===== src/sv/assert_macros.svh =====
// assertion macros shared by the rtl files
`ifndef ASSERT_MACROS_SVH
`define ASSERT_MACROS_SVH

// assertion on an explicit clock and active-low reset
`define SKA_ASSERT_CLK(label, clk, rst_n, prop, msg) \
  label: assert property (@(posedge clk) disable iff (!rst_n) prop) else $error(msg);

// assertion on the usual clk_i / rst_ni pair
`define SKA_ASSERT(label, prop, msg) \
  `SKA_ASSERT_CLK(label, clk_i, rst_ni, prop, msg)

`endif


===== src/sv/ska_pkg.sv =====
// types, constants and defaults for the scalar kalman adc smoother
`timescale 1ns / 1ps

package ska_pkg;

  localparam int unsigned SAMPLE_BITS_DEF = 12;
  localparam int unsigned FRAC_BITS_DEF   = 8;

  localparam int unsigned MUL_W     = 32;
  localparam int unsigned PROD_W    = 2 * MUL_W;
  localparam int unsigned CFG_W     = 32;
  localparam int unsigned CFG_IDX_W = 3;
  localparam int unsigned THR_W     = 12;
  localparam int unsigned BLEND_W   = 16;
  localparam int unsigned R_SHIFT   = 16;
  localparam int unsigned DIV_Q_W   = 32;
  localparam int unsigned DIV_D_W   = MUL_W + R_SHIFT + 1;
  localparam int unsigned DIV_CNT_W = $clog2(DIV_Q_W + 1);

  localparam logic [MUL_W-1:0]   PROC_NOISE_RST = 32'd429497;
  localparam logic [MUL_W-1:0]   MEAS_NOISE_RST = 32'd327680;
  localparam logic [THR_W-1:0]   JUMP_THR_RST   = 12'd10;
  localparam logic [BLEND_W-1:0] BLEND_W_RST    = 16'd25035;

  typedef enum logic [CFG_IDX_W-1:0] {
    CFG_PROC_NOISE = 3'd0,
    CFG_MEAS_NOISE = 3'd1,
    CFG_JUMP_THR   = 3'd2,
    CFG_BLEND_W    = 3'd3
  } cfg_reg_e;

  typedef enum logic [2:0] {
    S_IDLE,
    S_PREP,
    S_BLEND,
    S_PRIOR,
    S_DIV,
    S_MAG,
    S_COV,
    S_UPD
  } state_e;

  typedef struct packed {
    logic start;
    logic busy;
    logic done;
  } div_ctrl_t;

endpackage


===== src/sv/ska_mul.sv =====
// shared 32x32 unsigned multiplier with registered product
`timescale 1ns / 1ps

module ska_mul (
  input  logic                       clk_i,
  input  logic [ska_pkg::MUL_W-1:0]  a_i,
  input  logic [ska_pkg::MUL_W-1:0]  b_i,
  output logic [ska_pkg::PROD_W-1:0] prod_o
);
  import ska_pkg::*;

  logic [PROD_W-1:0] prod_q;
  logic [PROD_W-1:0] prod_d;

  assign prod_d = PROD_W'(a_i) * PROD_W'(b_i);

  always_ff @(posedge clk_i) begin
    prod_q <= prod_d;
  end

  assign prod_o = prod_q;

endmodule


===== src/sv/ska_div.sv =====
// restoring divider, one quotient bit per cycle, for the kalman gain
`timescale 1ns / 1ps
`include "assert_macros.svh"

module ska_div (
  input  logic                        clk_i,
  input  logic                        rst_ni,
  input  logic                        start_i,
  input  logic [ska_pkg::MUL_W-1:0]   dividend_i,
  input  logic [ska_pkg::DIV_D_W-1:0] divisor_i,
  output ska_pkg::div_ctrl_t          stat_o,
  output logic [ska_pkg::DIV_Q_W-1:0] quot_o
);
  import ska_pkg::*;

  logic [DIV_D_W-1:0]   rem_q, rem_d;
  logic [DIV_D_W-1:0]   den_q;
  logic [DIV_Q_W-1:0]   quot_q, quot_d;
  logic [DIV_CNT_W-1:0] cnt_q, cnt_d;
  logic                 busy_q, busy_d;
  logic                 done_q, done_d;
  logic [DIV_D_W:0]     rem_sh;
  logic [DIV_D_W:0]     rem_sub;
  logic                 ge;

  assign rem_sh  = {rem_q, 1'b0};
  assign ge      = rem_sh >= {1'b0, den_q};
  assign rem_sub = rem_sh - {1'b0, den_q};

  always_comb begin
    rem_d  = rem_q;
    quot_d = quot_q;
    cnt_d  = cnt_q;
    busy_d = busy_q;
    done_d = 1'b0;
    if (start_i) begin
      rem_d  = DIV_D_W'(dividend_i);
      quot_d = '0;
      cnt_d  = DIV_CNT_W'(DIV_Q_W);
      busy_d = 1'b1;
    end else if (busy_q) begin
      rem_d  = ge ? rem_sub[DIV_D_W-1:0] : rem_sh[DIV_D_W-1:0];
      quot_d = {quot_q[DIV_Q_W-2:0], ge};
      cnt_d  = cnt_q - 1'b1;
      if (cnt_q == DIV_CNT_W'(1)) begin
        busy_d = 1'b0;
        done_d = 1'b1;
      end
    end
  end

  always_ff @(posedge clk_i or negedge rst_ni) begin
    if (!rst_ni) begin
      cnt_q  <= '0;
      busy_q <= 1'b0;
      done_q <= 1'b0;
    end else begin
      cnt_q  <= cnt_d;
      busy_q <= busy_d;
      done_q <= done_d;
    end
  end

  always_ff @(posedge clk_i) begin
    rem_q  <= rem_d;
    quot_q <= quot_d;
    if (start_i) begin
      den_q <= divisor_i;
    end
  end

  assign stat_o.start = start_i;
  assign stat_o.busy  = busy_q;
  assign stat_o.done  = done_q;
  assign quot_o       = quot_q;

  `SKA_ASSERT(a_start_idle, start_i |-> !busy_q, "divider started while busy")
  `SKA_ASSERT(a_start_busy, start_i |=> busy_q && !done_q, "divider did not start")
  `SKA_ASSERT(a_done_clear, done_q |-> !busy_q && cnt_q == '0, "divider done while counting")

endmodule


===== src/sv/scalar_kalman_adc_smoother.sv =====
// top level of the scalar kalman adc smoother: sequencer, state and config registers
`timescale 1ns / 1ps
`include "assert_macros.svh"

// One-dimensional Kalman smoother for raw ADC samples in fixed point. Each sample
// gives one saturated Q12.8 estimate, and the next sample is accepted only once the
// last one has reached the output register. The restoring divider forms the gain,
// one quotient bit per cycle, and hands it over to the sequencer. The other sequencer
// steps run around one shared 32x32 multiplier that is used in turn for the jump
// blend, the correction and the covariance update.
// in_ready_o is high only while the sequencer is idle; a finished result waits in
// the output register and the next sample may be accepted meanwhile. Configuration
// writes take effect at once and are meant for idle periods.
module scalar_kalman_adc_smoother #(
  parameter int unsigned SAMPLE_BITS = ska_pkg::SAMPLE_BITS_DEF,
  parameter int unsigned FRAC_BITS   = ska_pkg::FRAC_BITS_DEF
) (
  input  logic                          clk_i,
  input  logic                          rst_ni,
  input  logic                          cfg_we_i,
  input  logic [ska_pkg::CFG_IDX_W-1:0] cfg_index_i,
  input  logic [ska_pkg::CFG_W-1:0]     cfg_data_i,
  input  logic                          in_valid_i,
  output logic                          in_ready_o,
  input  logic [SAMPLE_BITS-1:0]        sample_i,
  output logic                          out_valid_o,
  input  logic                          out_ready_i,
  output logic [SAMPLE_BITS+FRAC_BITS-1:0] estimate_o
);
  import ska_pkg::*;

  localparam int unsigned EST_W   = SAMPLE_BITS + FRAC_BITS;
  localparam int unsigned CMP_W   = 48;
  localparam int unsigned SUM_W   = MUL_W + 2;
  localparam int unsigned MAG_W   = MUL_W + 1;
  localparam logic [EST_W-1:0]  EST_MAX   = {EST_W{1'b1}};
  localparam logic [PROD_W:0]   HALF_BL   = (PROD_W + 1)'(32768);
  localparam logic [PROD_W:0]   HALF_BL_L = (PROD_W + 1)'(32767);
  localparam logic [PROD_W:0]   HALF_MAG  = (PROD_W + 1)'(64'h8000_0000);

  // configuration registers
  logic [MUL_W-1:0]   proc_noise_q;
  logic [MUL_W-1:0]   meas_noise_q;
  logic [THR_W-1:0]   jump_thr_q;
  logic [BLEND_W-1:0] blend_w_q;

  // filter state
  logic [EST_W-1:0] est_reg_q, est_reg_d;
  logic [MUL_W-1:0] cov_reg_q, cov_reg_d;

  // per-item work registers
  logic [SAMPLE_BITS-1:0] sample_q;
  logic [EST_W-1:0]       diff_q, diff_d;
  logic                   up_q, up_d;
  logic                   jump_q, jump_d;
  logic [MUL_W-1:0]       ppred_q, ppred_d;
  logic [EST_W-1:0]       prior_q, prior_d;
  logic [MUL_W-1:0]       gain_q, gain_d;
  logic [EST_W-1:0]       est_new_q, est_new_d;

  logic             out_valid_q, out_valid_d;
  logic [EST_W-1:0] out_est_q;

  state_e state_q, state_d;

  // sequencer outputs
  logic in_ready;
  logic ld_prep;
  logic ld_prior;
  logic ld_gain;
  logic ld_est;
  logic out_load;
  logic in_accept;

  // shared units
  logic [MUL_W-1:0]   mul_a, mul_b;
  logic [PROD_W-1:0]  prod;
  logic [DIV_D_W-1:0] denom;
  logic [DIV_Q_W-1:0] quot;
  div_ctrl_t          div_stat;
  logic               div_start;

  logic [EST_W-1:0]   sfx;
  logic [MUL_W:0]     ppred_sum;
  logic [PROD_W:0]    blend_sum;
  logic [EST_W-1:0]   blend_step;
  logic [PROD_W:0]    mag_sum;
  logic [MAG_W-1:0]   mag;
  logic [SUM_W-1:0]   up_sum;
  logic [MUL_W-1:0]   cov_new;

  assign in_accept = in_valid_i && in_ready;
  assign out_load  = !out_valid_q || out_ready_i;

  // next state
  always_comb begin
    state_d = state_q;
    case (state_q)
      S_IDLE:  if (in_valid_i) begin
        state_d = S_PREP;
      end
      S_PREP:  state_d = S_BLEND;
      S_BLEND: state_d = S_PRIOR;
      S_PRIOR: state_d = S_DIV;
      S_DIV:   if (div_stat.done) begin
        state_d = S_MAG;
      end
      S_MAG:   state_d = S_COV;
      S_COV:   state_d = S_UPD;
      S_UPD:   if (out_load) begin
        state_d = S_IDLE;
      end
      default: state_d = S_IDLE;
    endcase
  end

  // sequencer outputs
  always_comb begin
    in_ready  = 1'b0;
    ld_prep   = 1'b0;
    div_start = 1'b0;
    ld_prior  = 1'b0;
    ld_gain   = 1'b0;
    ld_est    = 1'b0;
    mul_a     = '0;
    mul_b     = '0;
    case (state_q)
      S_IDLE:  in_ready = 1'b1;
      S_PREP:  ld_prep = 1'b1;
      S_BLEND: begin
        div_start = 1'b1;
        mul_a     = MUL_W'(diff_q);
        mul_b     = MUL_W'(blend_w_q);
      end
      S_PRIOR: ld_prior = 1'b1;
      S_DIV:   ld_gain = div_stat.done;
      S_MAG: begin
        mul_a = gain_q;
        mul_b = MUL_W'(diff_q);
      end
      S_COV, S_UPD: begin
        ld_est = (state_q == S_COV);
        mul_a  = MUL_W'(0) - gain_q;
        mul_b  = ppred_q;
      end
      default: in_ready = 1'b0;
    endcase
  end

  // jump test and predicted covariance
  always_comb begin
    sfx       = {sample_q, {FRAC_BITS{1'b0}}};
    up_d      = sfx >= est_reg_q;
    diff_d    = up_d ? (sfx - est_reg_q) : (est_reg_q - sfx);
    jump_d    = CMP_W'(diff_d) >= CMP_W'({jump_thr_q, {FRAC_BITS{1'b0}}});
    ppred_sum = {1'b0, cov_reg_q} + {1'b0, proc_noise_q};
    ppred_d   = ppred_sum[MUL_W] ? {MUL_W{1'b1}} : ppred_sum[MUL_W-1:0];
  end

  // blend rounded half up, as a step from the old estimate
  always_comb begin
    blend_sum  = {1'b0, prod} + (up_q ? HALF_BL : HALF_BL_L);
    blend_step = blend_sum[BLEND_W +: EST_W];
    if (!jump_q) begin
      prior_d = est_reg_q;
    end else if (up_q) begin
      prior_d = est_reg_q + blend_step;
    end else begin
      prior_d = est_reg_q - blend_step;
    end
  end

  // gain with the zero measurement noise cases
  always_comb begin
    if (meas_noise_q == '0) begin
      gain_d = (ppred_q == '0) ? '0 : {MUL_W{1'b1}};
    end else begin
      gain_d = quot;
    end
  end

  // correction and saturation
  always_comb begin
    mag_sum = {1'b0, prod} + HALF_MAG;
    mag     = mag_sum[PROD_W:MUL_W];
    up_sum  = SUM_W'(prior_q) + SUM_W'(mag);
    if (up_q) begin
      est_new_d = (up_sum > SUM_W'(EST_MAX)) ? EST_MAX : up_sum[EST_W-1:0];
    end else if (mag > MAG_W'(prior_q)) begin
      est_new_d = '0;
    end else begin
      est_new_d = prior_q - mag[EST_W-1:0];
    end
  end

  always_comb begin
    cov_new     = (gain_q == '0) ? ppred_q : prod[PROD_W-1:MUL_W];
    est_reg_d   = est_reg_q;
    cov_reg_d   = cov_reg_q;
    out_valid_d = out_valid_q && !out_ready_i;
    if (state_q == S_UPD && out_load) begin
      est_reg_d   = est_new_q;
      cov_reg_d   = cov_new;
      out_valid_d = 1'b1;
    end
  end

  assign denom = DIV_D_W'({meas_noise_q, {R_SHIFT{1'b0}}}) + DIV_D_W'(ppred_q);

  ska_mul u_mul (
    .clk_i  (clk_i),
    .a_i    (mul_a),
    .b_i    (mul_b),
    .prod_o (prod)
  );

  ska_div u_div (
    .clk_i      (clk_i),
    .rst_ni     (rst_ni),
    .start_i    (div_start),
    .dividend_i (ppred_q),
    .divisor_i  (denom),
    .stat_o     (div_stat),
    .quot_o     (quot)
  );

  always_ff @(posedge clk_i or negedge rst_ni) begin
    if (!rst_ni) begin
      state_q      <= S_IDLE;
      out_valid_q  <= 1'b0;
      est_reg_q    <= '0;
      cov_reg_q    <= '0;
      proc_noise_q <= PROC_NOISE_RST;
      meas_noise_q <= MEAS_NOISE_RST;
      jump_thr_q   <= JUMP_THR_RST;
      blend_w_q    <= BLEND_W_RST;
    end else begin
      state_q     <= state_d;
      out_valid_q <= out_valid_d;
      est_reg_q   <= est_reg_d;
      cov_reg_q   <= cov_reg_d;
      if (cfg_we_i) begin
        case (cfg_reg_e'(cfg_index_i))
          CFG_PROC_NOISE: proc_noise_q <= cfg_data_i[MUL_W-1:0];
          CFG_MEAS_NOISE: meas_noise_q <= cfg_data_i[MUL_W-1:0];
          CFG_JUMP_THR:   jump_thr_q   <= cfg_data_i[THR_W-1:0];
          CFG_BLEND_W:    blend_w_q    <= cfg_data_i[BLEND_W-1:0];
          default:        ;
        endcase
      end
    end
  end

  always_ff @(posedge clk_i) begin
    if (in_accept) begin
      sample_q <= sample_i;
    end
    if (ld_prep) begin
      diff_q  <= diff_d;
      up_q    <= up_d;
      jump_q  <= jump_d;
      ppred_q <= ppred_d;
    end
    if (ld_prior) begin
      prior_q <= prior_d;
    end
    if (ld_gain) begin
      gain_q <= gain_d;
    end
    if (ld_est) begin
      est_new_q <= est_new_d;
    end
    if (state_q == S_UPD && out_load) begin
      out_est_q <= est_new_q;
    end
  end

  assign in_ready_o  = in_ready;
  assign out_valid_o = out_valid_q;
  assign estimate_o  = out_est_q;

  `SKA_ASSERT(a_accept_prep, in_accept |=> state_q == S_PREP, "item accepted but not started")
  `SKA_ASSERT(a_done_in_div, div_stat.done |-> state_q == S_DIV, "gain ready outside divide step")
  `SKA_ASSERT(a_start_blend, div_stat.start |-> state_q == S_BLEND && !div_stat.busy,
              "divider started out of sequence")
  `SKA_ASSERT(a_upd_result, state_q == S_UPD && out_load |=> out_valid_q && state_q == S_IDLE,
              "finished item not presented")

endmodule

===== config.mk =====
export PLATFORM = sky130hd
export DESIGN_NAME = scalar_kalman_adc_smoother
export DESIGN_NICKNAME = d
export VERILOG_FILES = /design/src/sv/ska_pkg.sv /design/src/sv/ska_mul.sv /design/src/sv/ska_div.sv /design/src/sv/scalar_kalman_adc_smoother.sv
export VERILOG_INCLUDE_DIRS = /design/src /design/src/sv
export SDC_FILE = /design/constraint.sdc
export NUM_CORES = 2
export LEC_CHECK = 0
export ABC_AREA = 1
export BUFFER_PORTS_ARGS = -buffer_cell sky130_fd_sc_hd__clkbuf_2
export CORE_MARGIN = 5
export CORE_UTILIZATION = 62
export DETAILED_ROUTE_END_ITERATION = 7
export GPL_TIMING_DRIVEN = 0
export PLACE_DENSITY = 0.82
export SLEW_MARGIN = 20
export SYNTH_ARGS = -nofsm -noshare
export SYNTH_HDL_FRONTEND = slang
export SYNTH_SLANG_ARGS = --single-unit

===== constraint.sdc =====
create_clock -name clk_i -period 12.77 [get_ports clk_i]
set_input_delay 0.6385 -clock clk_i [delete_from_list [all_inputs] [get_ports clk_i]]
set_output_delay 0.6385 -clock clk_i [all_outputs]
set_load 0.02 [all_outputs]

==> results_dict.tcl <==
set metrics [dict create \
    crit_type "reg2reg" \
    drc 0 \
    drt-initial-drc-count 7312 \
    ys_async_sr_fraction_pct 30.7 \
    ys.flop_type "edfxtp_1" \
    track_usage_pct 44.5 \
    synth_area_leaders "fa_1, edfxtp_1, nand2_1, ha_1, inv_1" \
    critPathSlowestCell "clkbuf_1" \
    cp_common_cell "fa_1" \
    wl_mm 255 \
    worstPathRequired_ns 13.25 \
    yosysUniqueCellTypes 68 \
    r2r_slack_ns 1.47 \
    die_y_um 338 \
    synthTopCellsByCount "nand2_1, inv_1, nor2_1" \
    synth_top_area_share_pct 27.1 \
    drt_first_pass_iters 7 \
    syn_nets 9910 \
    clock_sinks 508 \
    cts_resized 0 \
    die_w_um 338 \
    finalHoldViolCount 0 \
    hold_slack_ns 0.0144 \
    port_buffers 73 \
    yosys.area.top_type "fa_1" \
    min_path_type "in2async" \
    critPathCaptureType "flop" \
    cts_htree_levels 2 \
    setup_viol 0 \
    drv_slew 0 \
    gr-total-overflow 0 \
    final_nets 10000 \
    crit_fanout 10 \
    fmax_mhz 88.5 \
    antenna_found_initial 10 \
    core.rowCount 120 \
    synth_edf_count 239 \
    die_area_mm2 0.114 \
    setup_tns_ns 0 \
    worstSkewPairLatency_ns 0.63 \
    multiInputGateArea_mm2 0.0458 \
    dp_hpwl_mm 211 \
    initial_utilization_pct 62.4 \
    start_kind "flop" \
    ys_ff_latch 508 \
    cts_max_path_buffers 3 \
    yosys_warnings 0 \
    clk_pin_slew_ns 0.07 \
    grt_max_degree 88 \
    dr_total_vias 61100 \
    core_area_mm2 0.107 \
    synth_most_common_cell "nand2_1" \
    cts-buffers-inserted 49 \
    cp.arrival_ns 11.78 \
    ant_nets 0 \
    outcome "complete, no violations" \
    gp_congestion 1.15 \
    n_fill_cell 9087 \
    rsz0062_at_grt "false" \
    wl_per_cell_um 25.4 \
    regArea_mm2 0.0134 \
    netlist_area_mm2 0.0667 \
    syn2layout_area_growth_pct 6.19 \
    grt_pass1_vias 59800 \
    relSlewSlack_pct 11.4 \
    io_pins 74 \
    worst_slew_pin_slew_ns 1.33 \
    holdBufCountCts 0 \
    max_cap_violations 0 \
    cts-root-buf "clkbuf_16" \
    cts_setup_buffers 0 \
    fin_crit_sh_pct 88.5 \
    vias_per_cell 6.08 \
    tritoncts "built" \
    drive_gt1_share_pct 4.54 \
    cpPeakStageDelay_ns 0.81 \
    fin_skew_ns 0.0367 \
    period_needed_ns 11.30 \
    ys_seq_area_share_pct 20.0 \
    grt_pass1_wl_mm 374 \
    syn_inst 8459 \
    syn_area_per_cell_um2 7.89 \
]
[flip-flops by register name, indices dropped and copies added, names as in the netlist]
name,flops
u_div.busy_q,1
out_valid_o,1
proc_noise_q,32
prior_q,20
u_mul.prod_o,64
u_div.rem_q,49
gain_q,32
jump_thr_q,12
up_q,1
u_div.den_q,49
u_div.done_q,1
ppred_q,32
jump_q,1
cov_reg_q,32
est_new_q,20
est_reg_q,20
u_div.quot_o,32
u_div.cnt_q,6
meas_noise_q,32
blend_w_q,16
estimate_o,20
diff_q,20
state_q,3
sample_q,12
[path summary, 6_finish.rpt]
check / startpoint / end / depth (start not counted)
min in group clk_i: sample_i[6] / sample_q[6] / 1
max in group asynchronous: rst_ni / blend_w_q[1] / 2
hold reg to reg: est_new_q[14] / estimate_o[14] / 0
hold / removal: rst_ni / jump_thr_q[7] / 1
setup reg to reg: state_q[2] / u_mul.prod_o[63] / 34
setup / recovery: state_q[2] / u_mul.prod_o[63] / 34
[routing by layer]
layer / part of all wire [%] / GRT usage [%] / vias to the layer above
li1: - / - / 26500
met1: 37 / 57.4 / 29400
met2: 41 / 64.5 / 4267
met3: 15 / 19.7 / 893
met4: 6.4 / 20.7 / 16
met5: 0.13 / 1.15 / -
[cell usage in the layout, fill, tap and decap left out, drive strengths merged, types with 21 or more instances in the layout]
| cell type | n |
|---|---|
| a21o | 29 |
| nor4 | 35 |
| ha | 496 |
| dfstp | 23 |
| dfrtp | 133 |
| nand2 | 1821 |
| nor3 | 73 |
| o21ai | 484 |
| xnor2 | 86 |
| o21a | 21 |
| dfxtp | 113 |
| fa | 903 |
| nand3 | 207 |
| edfxtp | 239 |
| clkbuf | 332 |
| xor2 | 140 |
| a31oi | 40 |
| nor2 | 936 |
| o21bai | 29 |
| buf | 106 |
| nand4 | 73 |
| a22oi | 68 |
| a21oi | 395 |
| clkinv | 31 |
| inv | 1671 |
[cell type report]
| class | count | area share (%) |
|---|---|---|
| clock inverters | 30 | 0.516 |
| clock buffers | 62 | 1.92 |
| inverters | 1679 | 8.90 |
| repair buffers | 83 | 0.775 |
| diodes | 12 | 0.0424 |
| flip-flops and latches | 508 | 18.9 |
| well taps | 1403 | 2.48 |
| multi-input cells | 5979 | 64.6 |
| plain buffers | 293 | 1.85 |
[worst max-delay path, delay by kind of cell (launching register included)]
| family | cells | cell delay, ns |
|---|---|---|
| XOR/XNOR | 1 | 0.17 |
| AO/OA/AOI/OAI | 5 | 1.60 |
| AND/OR/NAND/NOR | 8 | 1.38 |
| adder cells (fa/ha/maj) | 9 | 4.66 |
| buffers and inverters | 11 | 3.01 |
| flip-flops | 1 | 0.32 |
[stage by stage]
stage	instance area, µm²	std cells	setup slack (ns)	utilization [%]
after global placement	68800	9935	0.578	64.4
after detailed placement	69100	9945	2.01	64.6
after global routing	70800	10000	1.24	66.2
after CTS	70800	10000	1.87	66.2
after floorplan	66700	8459	3.86	-
final	70800	10000	1.47	66.3
[logic make-up (layout without fill, tap and decap cells)]
logic type | after synthesis | count (layout) | synth area share, %
AO/OA/AOI/OAI | 1149 | 1149 | 9.65
XOR/XNOR | 226 | 226 | 2.97
adder cells (fa/ha/maj) | 1399 | 1399 | 36.4
buffers and inverters | 1972 | 2147 | 11.4
flip-flops | 508 | 508 | 20.0
multiplexers | 1 | 1 | 0.0150
other | 0 | 12 | 0
AND/OR/NAND/NOR | 3204 | 3204 | 19.5
Power is left out: the tool's default activity adds up to more than one toggle a clock period on the data nets, which glitch-free logic cannot reach.
